File: config.mk
export PLATFORM = sky130hd
export DESIGN_NAME = framed_command_receiver
export DESIGN_NICKNAME = d
export VERILOG_FILES = /design/src/rtl/fcr_pkg.sv /design/src/rtl/fcr_front.sv /design/src/rtl/fcr_queue.sv /design/src/rtl/fcr_back.sv /design/src/rtl/framed_command_receiver.sv
export SDC_FILE = /design/constraint.sdc
export NUM_CORES = 1
export LEC_CHECK = 0
export BUFFER_PORTS_ARGS = -buffer_cell sky130_fd_sc_hd__buf_4
export CAP_MARGIN = 20
export CORE_MARGIN = 1.5
export CORE_UTILIZATION = 54
export CTS_CLUSTER_SIZE = 24
export DETAILED_ROUTE_END_ITERATION = 6
export PLACE_DENSITY_LB_ADDON = 0.05
export SYNTH_ARGS = -nofsm -noshare
export SYNTH_HDL_FRONTEND = slang
export SYNTH_SLANG_ARGS = --single-unit
File: constraint.sdc
create_clock -name clk_i -period 2.8 [get_ports clk_i]
set_input_delay 0.28 -clock clk_i [delete_from_list [all_inputs] [get_ports clk_i]]
set_output_delay 0.28 -clock clk_i [all_outputs]
set_load 0.01 [all_outputs]
File: src/rtl/fcr_pkg.sv
`timescale 1ns / 1ps

package fcr_pkg;

  // frames with a size byte at or above this are dropped
  localparam int unsigned MaxPayload = 16;
  localparam logic [7:0] MaxPayloadB = 8'(MaxPayload);

  localparam logic [7:0] StartByte = 8'h3C;
  localparam logic [7:0] EndByte   = 8'h3E;

  localparam logic [7:0] CmdReadLevel = 8'd0;
  localparam logic [7:0] CmdReadAll   = 8'd1;
  localparam logic [7:0] CmdReadPot   = 8'd2;
  localparam logic [7:0] CmdSetSleep  = 8'd3;
  localparam logic [7:0] CmdSetLevel  = 8'd4;

  // size and command bytes of the reply frames
  localparam logic [7:0] ReplySizeOne = 8'd1;
  localparam logic [7:0] ReplySizeTwo = 8'd2;
  localparam logic [7:0] ReplyCodeOne = 8'd1;
  localparam logic [7:0] ReplyCodeTwo = 8'd2;

  localparam int unsigned QueueDepth = 4;
  localparam int unsigned QueuePtrW  = $clog2(QueueDepth);
  localparam int unsigned QueueCntW  = $clog2(QueueDepth + 1);

  typedef enum logic [2:0] {
    PsWait,
    PsSize,
    PsCmd,
    PsData,
    PsCheck
  } parse_state_e;

  typedef enum logic [1:0] {
    JobStatus,
    JobLevel,
    JobBoth,
    JobPot
  } job_kind_e;

  typedef logic [2:0] word_idx_t;

  localparam word_idx_t IdxStart = 3'd0;
  localparam word_idx_t IdxSize  = 3'd1;
  localparam word_idx_t IdxCode  = 3'd2;
  localparam word_idx_t IdxFirst = 3'd3;
  localparam word_idx_t IdxFifth = 3'd4;
  localparam word_idx_t IdxSixth = 3'd5;

  typedef struct packed {
    logic [7:0] rx_byte;
    logic       switch_on;
    logic [7:0] pot_value;
  } in_t;

  typedef struct packed {
    logic        byte_valid;
    logic [7:0]  reply_byte;
    logic        last;
    logic [7:0]  lamp_level;
    logic [7:0]  sleep_mode;
    logic [15:0] error_count;
  } out_t;

  typedef struct packed {
    job_kind_e   kind;
    logic [7:0]  level;
    logic [7:0]  sleep;
    logic [15:0] errors;
    logic [7:0]  pot;
  } job_t;

endpackage

File: src/rtl/fcr_front.sv
`timescale 1ns / 1ps

module fcr_front (
  input  logic         clk_i,
  input  logic         rst_ni,
  input  logic         in_valid_i,
  output logic         in_stall_o,
  input  fcr_pkg::in_t in_data_i,
  input  logic         full_i,
  output logic         push_o,
  output fcr_pkg::job_t job_o
);

  fcr_pkg::parse_state_e state_q, state_d;
  logic [7:0]  size_q, size_d;
  logic [7:0]  count_q, count_d;
  logic [7:0]  cmd_q, cmd_d;
  logic [7:0]  first_q, first_d;
  logic [7:0]  level_q, level_d;
  logic [7:0]  sleep_q, sleep_d;
  logic [15:0] errors_q, errors_d;
  logic        accept;
  logic [7:0]  count_inc;
  fcr_pkg::job_kind_e kind;

  assign in_stall_o = full_i;
  assign accept     = in_valid_i && !full_i;
  assign push_o     = accept;
  assign count_inc  = 8'(count_q + 8'd1);

  always_ff @(posedge clk_i or negedge rst_ni) begin
    if (!rst_ni) begin
      state_q  <= fcr_pkg::PsWait;
      size_q   <= '0;
      count_q  <= '0;
      cmd_q    <= '0;
      first_q  <= '0;
      level_q  <= '0;
      sleep_q  <= '0;
      errors_q <= '0;
    end else begin
      state_q  <= state_d;
      size_q   <= size_d;
      count_q  <= count_d;
      cmd_q    <= cmd_d;
      first_q  <= first_d;
      level_q  <= level_d;
      sleep_q  <= sleep_d;
      errors_q <= errors_d;
    end
  end

  always_comb begin
    state_d  = state_q;
    size_d   = size_q;
    count_d  = count_q;
    cmd_d    = cmd_q;
    first_d  = first_q;
    level_d  = level_q;
    sleep_d  = sleep_q;
    errors_d = errors_q;
    kind     = fcr_pkg::JobStatus;
    if (accept) begin
      unique case (state_q)
        fcr_pkg::PsSize: begin
          size_d  = in_data_i.rx_byte;
          state_d = (in_data_i.rx_byte >= fcr_pkg::MaxPayloadB) ? fcr_pkg::PsWait
                                                                 : fcr_pkg::PsCmd;
        end
        fcr_pkg::PsCmd: begin
          cmd_d   = in_data_i.rx_byte;
          state_d = (size_q != 8'd0) ? fcr_pkg::PsData : fcr_pkg::PsCheck;
        end
        fcr_pkg::PsData: begin
          if (count_q == 8'd0) begin
            first_d = in_data_i.rx_byte;
          end
          count_d = count_inc;
          if (count_inc == size_q) begin
            state_d = fcr_pkg::PsCheck;
          end
        end
        fcr_pkg::PsCheck: begin
          state_d = fcr_pkg::PsWait;
          if (in_data_i.rx_byte == fcr_pkg::EndByte) begin
            unique case (cmd_q)
              fcr_pkg::CmdReadLevel: kind = fcr_pkg::JobLevel;
              fcr_pkg::CmdReadAll:   kind = fcr_pkg::JobBoth;
              fcr_pkg::CmdReadPot:   kind = fcr_pkg::JobPot;
              fcr_pkg::CmdSetSleep:  sleep_d = first_q;
              fcr_pkg::CmdSetLevel: begin
                if (in_data_i.switch_on) begin
                  level_d = first_q;
                end
              end
              default: ;
            endcase
          end else begin
            errors_d = 16'(errors_q + 16'd1);
          end
        end
        default: begin
          // idle, and any code the parser never reaches
          state_d = fcr_pkg::PsWait;
          if (in_data_i.rx_byte == fcr_pkg::StartByte) begin
            state_d = fcr_pkg::PsSize;
            count_d = '0;
          end
        end
      endcase
    end
  end

  // the job carries the register values as they stand after this word
  always_comb begin
    job_o.kind   = kind;
    job_o.level  = level_d;
    job_o.sleep  = sleep_d;
    job_o.errors = errors_d;
    job_o.pot    = in_data_i.pot_value;
  end

endmodule

File: src/rtl/fcr_queue.sv
`timescale 1ns / 1ps

module fcr_queue (
  input  logic          clk_i,
  input  logic          rst_ni,
  input  logic          push_i,
  input  fcr_pkg::job_t job_i,
  output logic          full_o,
  input  logic          pop_i,
  output logic          empty_o,
  output fcr_pkg::job_t job_o
);

  fcr_pkg::job_t mem_q [fcr_pkg::QueueDepth];
  logic [fcr_pkg::QueuePtrW-1:0] wr_ptr_q, rd_ptr_q;
  logic [fcr_pkg::QueueCntW-1:0] count_q;
  logic do_push, do_pop;

  assign full_o  = (count_q == fcr_pkg::QueueCntW'(fcr_pkg::QueueDepth));
  assign empty_o = (count_q == '0);
  assign do_push = push_i && !full_o;
  assign do_pop  = pop_i && !empty_o;
  assign job_o   = mem_q[rd_ptr_q];

  always_ff @(posedge clk_i) begin
    if (do_push) begin
      mem_q[wr_ptr_q] <= job_i;
    end
  end

  always_ff @(posedge clk_i or negedge rst_ni) begin
    if (!rst_ni) begin
      wr_ptr_q <= '0;
      rd_ptr_q <= '0;
      count_q  <= '0;
    end else begin
      if (do_push) begin
        wr_ptr_q <= (wr_ptr_q == fcr_pkg::QueuePtrW'(fcr_pkg::QueueDepth - 1)) ? '0
                    : fcr_pkg::QueuePtrW'(wr_ptr_q + 1'b1);
      end
      if (do_pop) begin
        rd_ptr_q <= (rd_ptr_q == fcr_pkg::QueuePtrW'(fcr_pkg::QueueDepth - 1)) ? '0
                    : fcr_pkg::QueuePtrW'(rd_ptr_q + 1'b1);
      end
      if (do_push && !do_pop) begin
        count_q <= fcr_pkg::QueueCntW'(count_q + 1'b1);
      end else if (do_pop && !do_push) begin
        count_q <= fcr_pkg::QueueCntW'(count_q - 1'b1);
      end
    end
  end

endmodule

File: src/rtl/fcr_back.sv
`timescale 1ns / 1ps

module fcr_back (
  input  logic          clk_i,
  input  logic          rst_ni,
  input  logic          empty_i,
  input  fcr_pkg::job_t job_i,
  output logic          pop_o,
  output logic          out_valid_o,
  input  logic          out_stall_i,
  output fcr_pkg::out_t out_data_o
);

  fcr_pkg::job_t     cur_q;
  logic              cur_valid_q;
  fcr_pkg::word_idx_t idx_q;
  logic              out_valid_q;
  fcr_pkg::out_t     out_q;
  fcr_pkg::out_t     word;
  logic              out_free;
  logic              cur_last;

  assign out_free    = !out_valid_q || !out_stall_i;
  assign out_valid_o = out_valid_q;
  assign out_data_o  = out_q;

  // build the word for the current job at the current position
  always_comb begin
    word.byte_valid  = 1'b1;
    word.reply_byte  = '0;
    word.last        = 1'b0;
    word.lamp_level  = cur_q.level;
    word.sleep_mode  = cur_q.sleep;
    word.error_count = cur_q.errors;
    unique case (cur_q.kind)
      fcr_pkg::JobStatus: begin
        word.byte_valid = 1'b0;
        word.last       = 1'b1;
      end
      fcr_pkg::JobBoth: begin
        word.last = (idx_q == fcr_pkg::IdxSixth);
        unique case (idx_q)
          fcr_pkg::IdxStart: word.reply_byte = fcr_pkg::StartByte;
          fcr_pkg::IdxSize:  word.reply_byte = fcr_pkg::ReplySizeTwo;
          fcr_pkg::IdxCode:  word.reply_byte = fcr_pkg::ReplyCodeOne;
          fcr_pkg::IdxFirst: word.reply_byte = cur_q.level;
          fcr_pkg::IdxFifth: word.reply_byte = cur_q.sleep;
          default:           word.reply_byte = fcr_pkg::EndByte;
        endcase
      end
      default: begin
        // level or pot read: five-word reply
        word.last = (idx_q == fcr_pkg::IdxFifth);
        unique case (idx_q)
          fcr_pkg::IdxStart: word.reply_byte = fcr_pkg::StartByte;
          fcr_pkg::IdxSize:  word.reply_byte = fcr_pkg::ReplySizeOne;
          fcr_pkg::IdxCode:  word.reply_byte = fcr_pkg::ReplyCodeTwo;
          fcr_pkg::IdxFirst: word.reply_byte = (cur_q.kind == fcr_pkg::JobPot) ? cur_q.pot
                                                                               : cur_q.level;
          default:           word.reply_byte = fcr_pkg::EndByte;
        endcase
      end
    endcase
  end

  assign cur_last = word.last;
  // take the next job while the last word of this one goes out, or when no job is held
  assign pop_o    = out_free && (!cur_valid_q || cur_last) && !empty_i;

  always_ff @(posedge clk_i or negedge rst_ni) begin
    if (!rst_ni) begin
      cur_valid_q <= 1'b0;
      idx_q       <= '0;
      out_valid_q <= 1'b0;
    end else if (out_free) begin
      out_valid_q <= cur_valid_q;
      if (cur_valid_q && !cur_last) begin
        idx_q <= fcr_pkg::word_idx_t'(idx_q + 3'd1);
      end else begin
        cur_valid_q <= !empty_i;
        idx_q       <= fcr_pkg::IdxStart;
      end
    end
  end

  always_ff @(posedge clk_i) begin
    if (out_free && cur_valid_q) begin
      out_q <= word;
    end
    if (pop_o) begin
      cur_q <= job_i;
    end
  end

endmodule

File: src/rtl/framed_command_receiver.sv
`timescale 1ns / 1ps

// Frame parser for a '<' size command payload '>' byte stream. One received
// byte is taken per clock while the four-entry job queue has room; the parser
// updates lamp level, sleep mode and the bad-frame counter at once and queues
// one job per byte. The output side turns each job into one status word, or
// into five or six reply words for the read commands, at one word per clock
// while the output is not stalled, through a registered output stage, so the
// output word rate sets the long-run throughput.
// Input stall rises only when the job queue is full.
module framed_command_receiver (
  input  logic          clk_i,
  input  logic          rst_ni,
  input  logic          in_valid_i,
  output logic          in_stall_o,
  input  fcr_pkg::in_t  in_data_i,
  output logic          out_valid_o,
  input  logic          out_stall_i,
  output fcr_pkg::out_t out_data_o
);

  logic          push, full, pop, empty;
  fcr_pkg::job_t push_job, head_job;

  fcr_front u_front (
    .clk_i      (clk_i),
    .rst_ni     (rst_ni),
    .in_valid_i (in_valid_i),
    .in_stall_o (in_stall_o),
    .in_data_i  (in_data_i),
    .full_i     (full),
    .push_o     (push),
    .job_o      (push_job)
  );

  fcr_queue u_queue (
    .clk_i   (clk_i),
    .rst_ni  (rst_ni),
    .push_i  (push),
    .job_i   (push_job),
    .full_o  (full),
    .pop_i   (pop),
    .empty_o (empty),
    .job_o   (head_job)
  );

  fcr_back u_back (
    .clk_i       (clk_i),
    .rst_ni      (rst_ni),
    .empty_i     (empty),
    .job_i       (head_job),
    .pop_o       (pop),
    .out_valid_o (out_valid_o),
    .out_stall_i (out_stall_i),
    .out_data_o  (out_data_o)
  );

endmodule

## Word level (Yosys, flattened, before mapping)

Memories as Yosys holds them, arrays and structs flattened. A register that Yosys moved wholly into a read port is not among the register bits.
Index checks and enable logic that the tools add are counted.

- Register bits: 121
- RAM bits: 168
- Input bits: 21
- Output and inout port bits: 44
- Memories kept: 1

Memory list:

| memory | depth | width | read ports | clocked after Yosys merged registers in | write ports | line | RTL |
|---|---|---|---|---|---|---|---|
| u_queue.mem_q | 4 | 42 | 1 | 1 | 1 | fcr_queue.sv:14 | `fcr_pkg::job_t mem_q [fcr_pkg::QueueDepth];` |

- $add $sub $neg: 7
- Magnitude comparators: 1
- Eq/ne operators: 22
- Mux-type cells: 36
- Bitwise logic cells: 2
- Reduce and logical (&&, ||, !) cells: 34

Operator list:

| kind | count |
|---|---|
| 8-bit two-way mux | 11 |
| 16-bit two-way mux | 3 |
| 8-bit one-hot mux with 5 select lines | 1 |
| 8-bit one-hot mux with 2 select lines | 2 |
| 8-bit one-hot mux with 4 select lines | 1 |
| 16-bit by 1-bit adder with 16-bit output, second input constant | 1 |
| 8-bit by 2-bit equality test with 1-bit output, second input constant | 2 |
| 8-bit by 6-bit equality test with 1-bit output, second input constant | 2 |
| 8-bit zero test | 2 |
| 3-bit two-way mux | 5 |
| 3-bit by 2-bit equality test with 1-bit output, second input constant | 4 |
| 3-bit equality test, second input constant | 4 |
| 2-bit two-way mux | 6 |
| 3-bit one-hot mux with 4 select lines | 1 |
| 1-bit logical AND | 9 |
| 8-bit by 1-bit adder with 8-bit output, second input constant | 1 |
| 2-bit equality test, second input constant | 4 |
| 8-bit by 1-bit equality test with 1-bit output, second input constant | 1 |
| 8-bit by 3-bit equality test with 1-bit output, second input constant | 1 |
| 8-bit equality test | 1 |
| 8-bit by 5-bit >= comparator with 1-bit output, second input constant | 1 |
| 1-bit zero test | 8 |
| 2-bit AND reduction | 4 |
| 8-bit nonzero test | 1 |
| 15 further kinds | 26 |

## Depth between registers and ports, before layout

Gate-level depths: netlist of run 1.

- Depth in word-level cells: 9
- Depth in mapped cells: 12
- Gate-level depth less buffers: 12

## Cells and area by module

A second synthesis of run 1 with hierarchy kept.

- Cell total of the unflattened synthesis: 703
- Area total of the unflattened synthesis: 13107.6 um^2

Modules (own cells, without submodules):

| module | instances | cells an instance | area an instance (um^2) |
|---|---|---|---|
| fcr_queue | 1 | 257 | 6558.8 |
| fcr_front | 1 | 279 | 3295.7 |
| fcr_back | 1 | 167 | 3253.1 |

## Worst setup path before layout of run 1

No wires, ideal clock.

- Path kind: reg2reg
- From: reg u_queue.count_q[2] (netlist name)
- To: mem u_queue.mem_q[0][24] (netlist name) (data pin)
- Setup time: 0.269 ns
- Arrival time: 2.170 ns
- Data required time: 2.531 ns
- Setup slack: 0.361 ns
- Cell stages (with the launch flop): 8
- Buffers on the path: 1
- Period minus slack after synthesis: 2.439 ns
- Cell sequence: dfrtp_1 -> or3b_1 -> buf_2 -> nand4_1 -> or4_4 -> or2_1 -> nor2_4 -> mux2_2

RTL lines:

| element | line | RTL |
|---|---|---|
| start, declared | fcr_queue.sv:16 | `logic [fcr_pkg::QueueCntW-1:0] count_q;` |
| start signal, assigned | fcr_queue.sv:46 | `count_q <= fcr_pkg::QueueCntW'(count_q + 1'b1);` |
| start signal, assigned | fcr_queue.sv:48 | `count_q <= fcr_pkg::QueueCntW'(count_q - 1'b1);` |
| end, declared | fcr_queue.sv:14 |  |

==> impl_metrics.toml, run 1 <==
[timing]
worst_pin_slew_ps = 701
max_freq_mhz = 373
period_minus_slack_ps = 2680
skew_ps = 19.7
tns_ps = 0
min_period_over_period = 0.958
rsz0062_at_grt = "no"
setup_viol = 0
hold_violations = 0
finalMaxSlewViolations = 0
relSlewSlack = 0.529
fin_ws_ps = 118

[floorplan]
chipHeight_um = 157
rows = 56
core-area_um2 = 23400
die_area_um2 = 24700
die_w_um = 157
initial_core_util = 0.547
io_pins = 65

[worst_setup_path]
path_max_fanout = 8
crit_path_max_incr_delay_ps = 560
required_ps = 3020
regToRegStartpoint = "u_front.cmd_q[5]"
crit_slowest_cell = "or4_1"
end_kind = "flip-flop"
critPathLaunch = "u_front.cmd_q[5]"
path_cells = "or4_1 -> or4_4 -> or2_1 -> nor2_4 -> mux2_2"
path_class = "flip-flop to flip-flop"
crit_arrival_ps = 2910
start_kind = "flip-flop"
reg2regPathDepth = 5

[status]
status = "completed"

[clocking]
cts_tree = "built"
path_clk_slew_ps = 60
clock_latency_ps = 500
clockBufferDepth = 3
cts_buffers = 34
clock-sinks = 331
h-tree-depth = 2
root_buffer = "clkbuf_16"

[pwr]
pwr_density_cell_nw_per_um2 = 1070
power_leakage_nw = 5.54
max-vdd-ir-drop_v = 0.000811

[routing]
drt_first_pass_iters = 4
viasPerCell = 5.64
drtAntennaViolNets = 0
post_drt_wl_per_cell_um = 20.8
via_count = 6444
routed_wl_mm = 23.8
drc_errors = 0
drtIter0Drc = 479

[grt]
grt_first_pass_wirelength_mm = 38.0
antenna_found_initial = 0
first_global_vias = 6844
grt_start_max_net_pins = 46
globalRouteOverflowTotal = 0
track_usage = 0.206

[run]
max_cap_viol_count = 0

[worst_hold_path]
hold_depth = 2
min_from = "in_data_i[9]"
holdCritPathClass = "input pin to flip-flop"

[synthesis]
ys.flop_type = "edfxtp_1"
synth-edff-count = 252
ys_types = 61
yosys_warnings = 0
synth-seq-cells = 331
synth_nets = 732
synthCells = 696
syn_area_um2 = 12800
synth.largest_area_cell = "edfxtp_1"
yosysSeqAreaShare = 0.745
synth.avg_cell_area_um2 = 18.4
synth_top_area_frac = 0.591
ys_async_sr_fraction = 0.239
ys_top_cells_by_area = "edfxtp_1 59%, dfrtp_1 15%, mux4_2 7.4%"

[placed_design]
place.gp.congestion = 0.907
place.port_buffers = 64
dp_worst_setup_slack_ps = -37.1
hpwl_mm = 15.2

[layout]
area_delta_synth_final_pct = 17.8
utilization = 0.645
nets = 835
drive_gt1_frac = 0.296
diodes = 0
-- power by group --
group | internal (mW) | total (mW) | switching, mW
Clock | 2.91 | 4.66 | 1.75
Combinational | 1.85 | 3.86 | 2.00
Sequential | 6.94 | 7.66 | 0.718
-- cells by family (layout without fill, tap and decap cells) --
group | Yosys count | in the layout | synth area share
flops | 331 | 331 | 0.745
simple gates | 125 | 125 | 0.0556
mux | 94 | 94 | 0.119
compound gates | 62 | 62 | 0.0330
buf+inv | 41 | 169 | 0.0126
xor+xnor | 28 | 28 | 0.0191
fa+ha+maj | 15 | 15 | 0.0152
-- sequential cells by signal (all words and copies together) (netlist names) --
register,cells
u_front.state_q,3
u_back.idx_q,3
u_back.out_valid_o,1
u_front.first_q,8
u_front.size_q,8
u_queue.wr_ptr_q,2
u_front.count_q,8
u_back.cur_q,42
u_back.out_data_o,42
u_queue.rd_ptr_q,2
u_queue.mem_q,168
u_front.sleep_q,8
u_back.cur_valid_q,1
u_front.cmd_q,8
u_front.errors_q,16
u_front.level_q,8
u_queue.count_q,3
-- cell usage in the layout, fill, tap and decap left out, types with 5 or more instances in the layout --
cell type      instances
clkbuf_1               6
ha_1                  14
clkbuf_16             35
nor2_1                21
xor2_1                 8
xnor2_1               20
o21ai_0               18
clkinv_2               5
nand3_1               16
buf_4                 77
dlygate4sd3_1          9
a21oi_1                6
dfrtp_1               78
nand2b_1               5
inv_1                 16
and3_1                 7
o22ai_1                6
mux2_2                49
bufinv_16              5
edfxtp_1             252
buf_12                 6
o31ai_1                5
nand2_1               26
clkbuf_8               6
mux4_2                42
-- per-stage QoR --
step           power, mW  instance area (µm²)  std cells  hold WS [ps]
2_1_floorplan       10.1                12800        696         -15.6
3_3_place_gp        11.6                13800       1073           272
3_5_place_dp        11.7                13800       1073           286
4_1_cts             16.4                15100       1143          40.8
5_1_grt             17.0                15100       1143          49.5
6_report            16.2                15100       1143          58.3
-- path summary, 6_finish.rpt --
path                                         to  slack, ps
hold reg to reg            u_back.out_data_o[0]        420
max in group asynchronous    u_front.count_q[1]       1850
setup reg to reg           u_queue.mem_q[2][28]        120
hold / removal               u_front.first_q[0]         60
setup / recovery           u_queue.mem_q[2][28]        120
min in group asynchronous     u_front.size_q[5]        300
-- per-layer routing --
| layer | wire (µm) | GRT usage | up-vias |
|---|---|---|---|
| met5 | 0 | 0 | - |
| met1 | 10300 | 0.271 | 3325 |
| met3 | 828 | 0.0352 | 43 |
| met4 | 600 | 0.0719 | 0 |
| li1 | - | - | 2941 |
| met2 | 12100 | 0.349 | 135 |
-- synthesized netlist by cell type, drive strengths merged, types with 2 or more instances --
| cell type | instances |
|---|---|
| a2111oi | 2 |
| a211o | 2 |
| a21boi | 4 |
| a21oi | 6 |
| a221oi | 4 |
| a31oi | 3 |
| a32oi | 2 |
| and2 | 4 |
| and3 | 11 |
| and3b | 2 |
| and4 | 4 |
| buf | 8 |
| clkbuf | 17 |
| dfrtp | 79 |
| edfxtp | 252 |
| ha | 14 |
| inv | 16 |
| mux2 | 49 |
| mux2i | 3 |
| mux4 | 42 |
| nand2 | 27 |
| nand2b | 5 |
| nand3 | 16 |
| nand3b | 2 |
| nand4 | 4 |
| nor2 | 22 |
| nor2b | 2 |
| nor3 | 5 |
| nor3b | 2 |
| nor4 | 5 |
| nor4b | 2 |
| o21ai | 19 |
| o22ai | 6 |
| o31ai | 5 |
| o32ai | 2 |
| or2 | 3 |
| or3 | 2 |
| or4 | 3 |
| xnor2 | 20 |
| xor2 | 8 |
-- critical path, delay by kind of cell, from the launching register on --
kind	cells	cell delay (ps)
flip-flops	1	370
multiplexers	1	430
AND/OR/NAND/NOR	4	1620
-- cell type report --
class                   instances  area (µm²)
multi-input cells             324        3110
repair buffers                 92         788
well taps                     319         399
flip-flops and latches        331        9550
fillers                      1659        8320
clock inverters                14         200
inverters                      16        60.1
clock buffers                  47         981
-- repair_timing --
action / 4_1_cts / 5_1_grt
endpoints found under the hold margin: 66 / 0
endpoints found under the setup margin: 0 / 1
setup buffers: 0 / 0
hold buffers: 9 / 0
resized for setup: 0 / 1
(Power assumes the default switching activity.)
==> inputs of run 2 (changes only) <==
--- a/config.mk
+++ b/config.mk
@@ -5,6 +5,7 @@
 export SDC_FILE = /design/constraint.sdc
 export NUM_CORES = 1
 export LEC_CHECK = 0
+export ABC_AREA = 1
 export BUFFER_PORTS_ARGS = -buffer_cell sky130_fd_sc_hd__buf_4
 export CAP_MARGIN = 20
 export CORE_MARGIN = 1.5
==> run 2 against run 1 <==
Against the previous run: non-clock buffer count increased by 1; global-route usage increased by 0.74 points; utilization is 0.33 points higher; clock power fell by 6.7%; fmax increased by 8.3%; cell count up 29%; clock skew grew 1.1 ps; clock-buffer cell count shrank 1; combinational power about the same; power fell by 4.9%; via count rose by 23%; die area is 2.0% higher; critical endpoint is now u_queue.count_q[2].
==> impl_metrics.toml, run 2 <==
[layout]
stdcell_count = 1470
largest-register = "u_queue.mem_q"
nets = 1161
stdcell_area_um2 = 15300
drive_gt1_frac = 0.154
final_common_cell = "edfxtp_1"
layout_common_cells = "252 x edfxtp_1, 145 x o21ai_0, 130 x nand2_1, 111 x nor2_1, 78 x dfrtp_1"
largest_reg_flops = 168
utilization = 0.648
diodes = 0
area_delta_synth_final_pct = 17.1

[timing]
tns_ps = 0
hold_violations = 0
min_period_over_period = 0.885
max_freq_mhz = 404
setup_viol = 0
hold_ws_ps = 89.7
rsz0062_at_grt = "no"
fin_ws_ps = 323
finalMaxSlewViolations = 0
skew_ps = 20.8
relSlewSlack = 0.550
worst_pin_slew_ps = 674
period_minus_slack_ps = 2480

[routing]
post_drt_wl_per_cell_um = 17.5
drc_errors = 0
viasPerCell = 5.40
via_count = 7942
routed_wl_mm = 25.8
drt_first_pass_iters = 5
drtAntennaViolNets = 0
drtIter0Drc = 528

[clocking]
h-tree-depth = 2
clock-sinks = 331
clockBufferDepth = 3
cts_tree = "built"
root_buffer = "clkbuf_16"
path_clk_slew_ps = 60
clock_latency_ps = 510
cts_buffers = 35

[synthesis]
netlist_top_cells_count = "252 x edfxtp_1, 145 x o21ai_0, 130 x nand2_1, 116 x nor2_1, 79 x dfrtp_1"
ys_async_sr_fraction = 0.239
ys_types = 45
syn_area_um2 = 13100
yosysSeqAreaShare = 0.730
yosysMostFrequentCell = "edfxtp_1"
synth.avg_cell_area_um2 = 12.7
synth_nets = 1067
yosys_warnings = 0
synth.largest_area_cell = "edfxtp_1"
synth-seq-cells = 331
ys_top_cells_by_area = "edfxtp_1 58%, dfrtp_1 15%, o21ai_0 5.6%"
synthCells = 1031
synth-edff-count = 252
synth_top_area_frac = 0.579
ys.flop_type = "edfxtp_1"

[worst_setup_path]
regToRegStartpoint = "u_back.idx_q[0]"
crit_arrival_ps = 2850
path_class = "flip-flop to flip-flop"
path_cells = "inv_1 -> ha_1 -> nand2_1 -> nand2_1 -> nand2_1 -> inv_1 -> o21ai_1 -> a21oi_4 -> inv_2 -> ha_2 -> inv_1 -> fa_1 -> a21oi_1 -> o21ai_0 -> xor2_1"
end_kind = "flip-flop"
critPathLaunch = "u_back.idx_q[0]"
crit_path_max_incr_delay_ps = 420
crit_slowest_cell = "dfrtp_1"
start_kind = "flip-flop"
required_ps = 3170
path_max_fanout = 5
r2r_slack_ps = 320

[grt]
antenna_found_initial = 0
grt_start_max_net_pins = 47
track_usage = 0.213
grt_first_pass_wirelength_mm = 40.5
first_global_vias = 7601
globalRouteOverflowTotal = 0

[placed_design]
placed_area_um2 = 14100
dp_worst_setup_slack_ps = 340
place.gp.congestion = 0.930
hpwl_mm = 16.0
place.port_buffers = 64
placedCellCount = 1398

[floorplan]
io_pins = 65
die_w_um = 159
core-area_um2 = 23600
die_area_um2 = 25100
chipHeight_um = 159
initial_core_util = 0.553
rows = 56

[pwr]
p_total_mw = 15.4
pwr_density_cell_nw_per_um2 = 1010
max-vdd-ir-drop_v = 0.000576
power_leakage_nw = 6.17

[worst_hold_path]
min_from = "out_stall_i"
holdCritPathClass = "input pin to flip-flop"

[run]
max_cap_viol_count = 0

[status]
status = "completed"
==> run 2: area by class of cell <==
cell class                 count  area [µm²]
inverter                      79         298
tap                          319         399
multi-input combinational    585        3130
fill                        1759        8310
sequential                   331        9550
clock inverter                17         145
clock buffer                  46         947
timing repair buffer          93         833
==> run 2: critical path, delay by kind of cell, from the launching register on <==
family / cells / cell delay [ps]
flops: 1 / 420
compound gates: 4 / 560
buf+inv: 4 / 280
fa+ha+maj: 3 / 740
simple gates: 3 / 200
xor+xnor: 1 / 150
==> run 2: worst paths after layout <==
kind	endpoint	depth (start not counted)
min reg2reg	u_back.out_data_o[7]	0
max reg2reg	u_queue.count_q[2]	15
min in group asynchronous	u_back.idx_q[0]	2
max in group asynchronous	u_front.first_q[7]	3
min	u_back.out_valid_o	3
max	u_queue.count_q[2]	15
==> run 2: kinds of logic (layout without fill, tap and decap cells) <==
kind of cell | count (synthesis) | after routing | share of synthesized area
mux | 9 | 9 | 0.00776
compound gates | 222 | 222 | 0.0932
buf+inv | 115 | 235 | 0.0339
simple gates | 322 | 322 | 0.108
flops | 331 | 331 | 0.730
fa+ha+maj | 15 | 15 | 0.0149
xor+xnor | 17 | 17 | 0.0114
==> run 2: per-layer routing <==
metal  vias up  part of all wire  global-route usage
li1       3853                 -                   -
met1      3844              0.46               0.304
met2       200              0.47               0.340
met3        45             0.045              0.0321
met4         0             0.024              0.0703
met5         -                 0                   0
==> run 2: repair_timing <==
action,4_1_cts,5_1_grt
endpoints found under the hold margin,66,0
setup buffers,0,0
setup endpoints to repair,0,0
hold buffers,9,0
gates resized for setup,0,0
==> run 2: where the power goes <==
| part | switching (mW) | internal (mW) | leakage (nW) | total (mW) |
|---|---|---|---|---|
| combinational | 2.52 | 1.34 | 2.07 | 3.86 |
| clock | 1.77 | 2.58 | 0.540 | 4.35 |
| sequential | 0.405 | 6.77 | 3.56 | 7.18 |
| total | 4.70 | 10.7 | 6.17 | 15.4 |
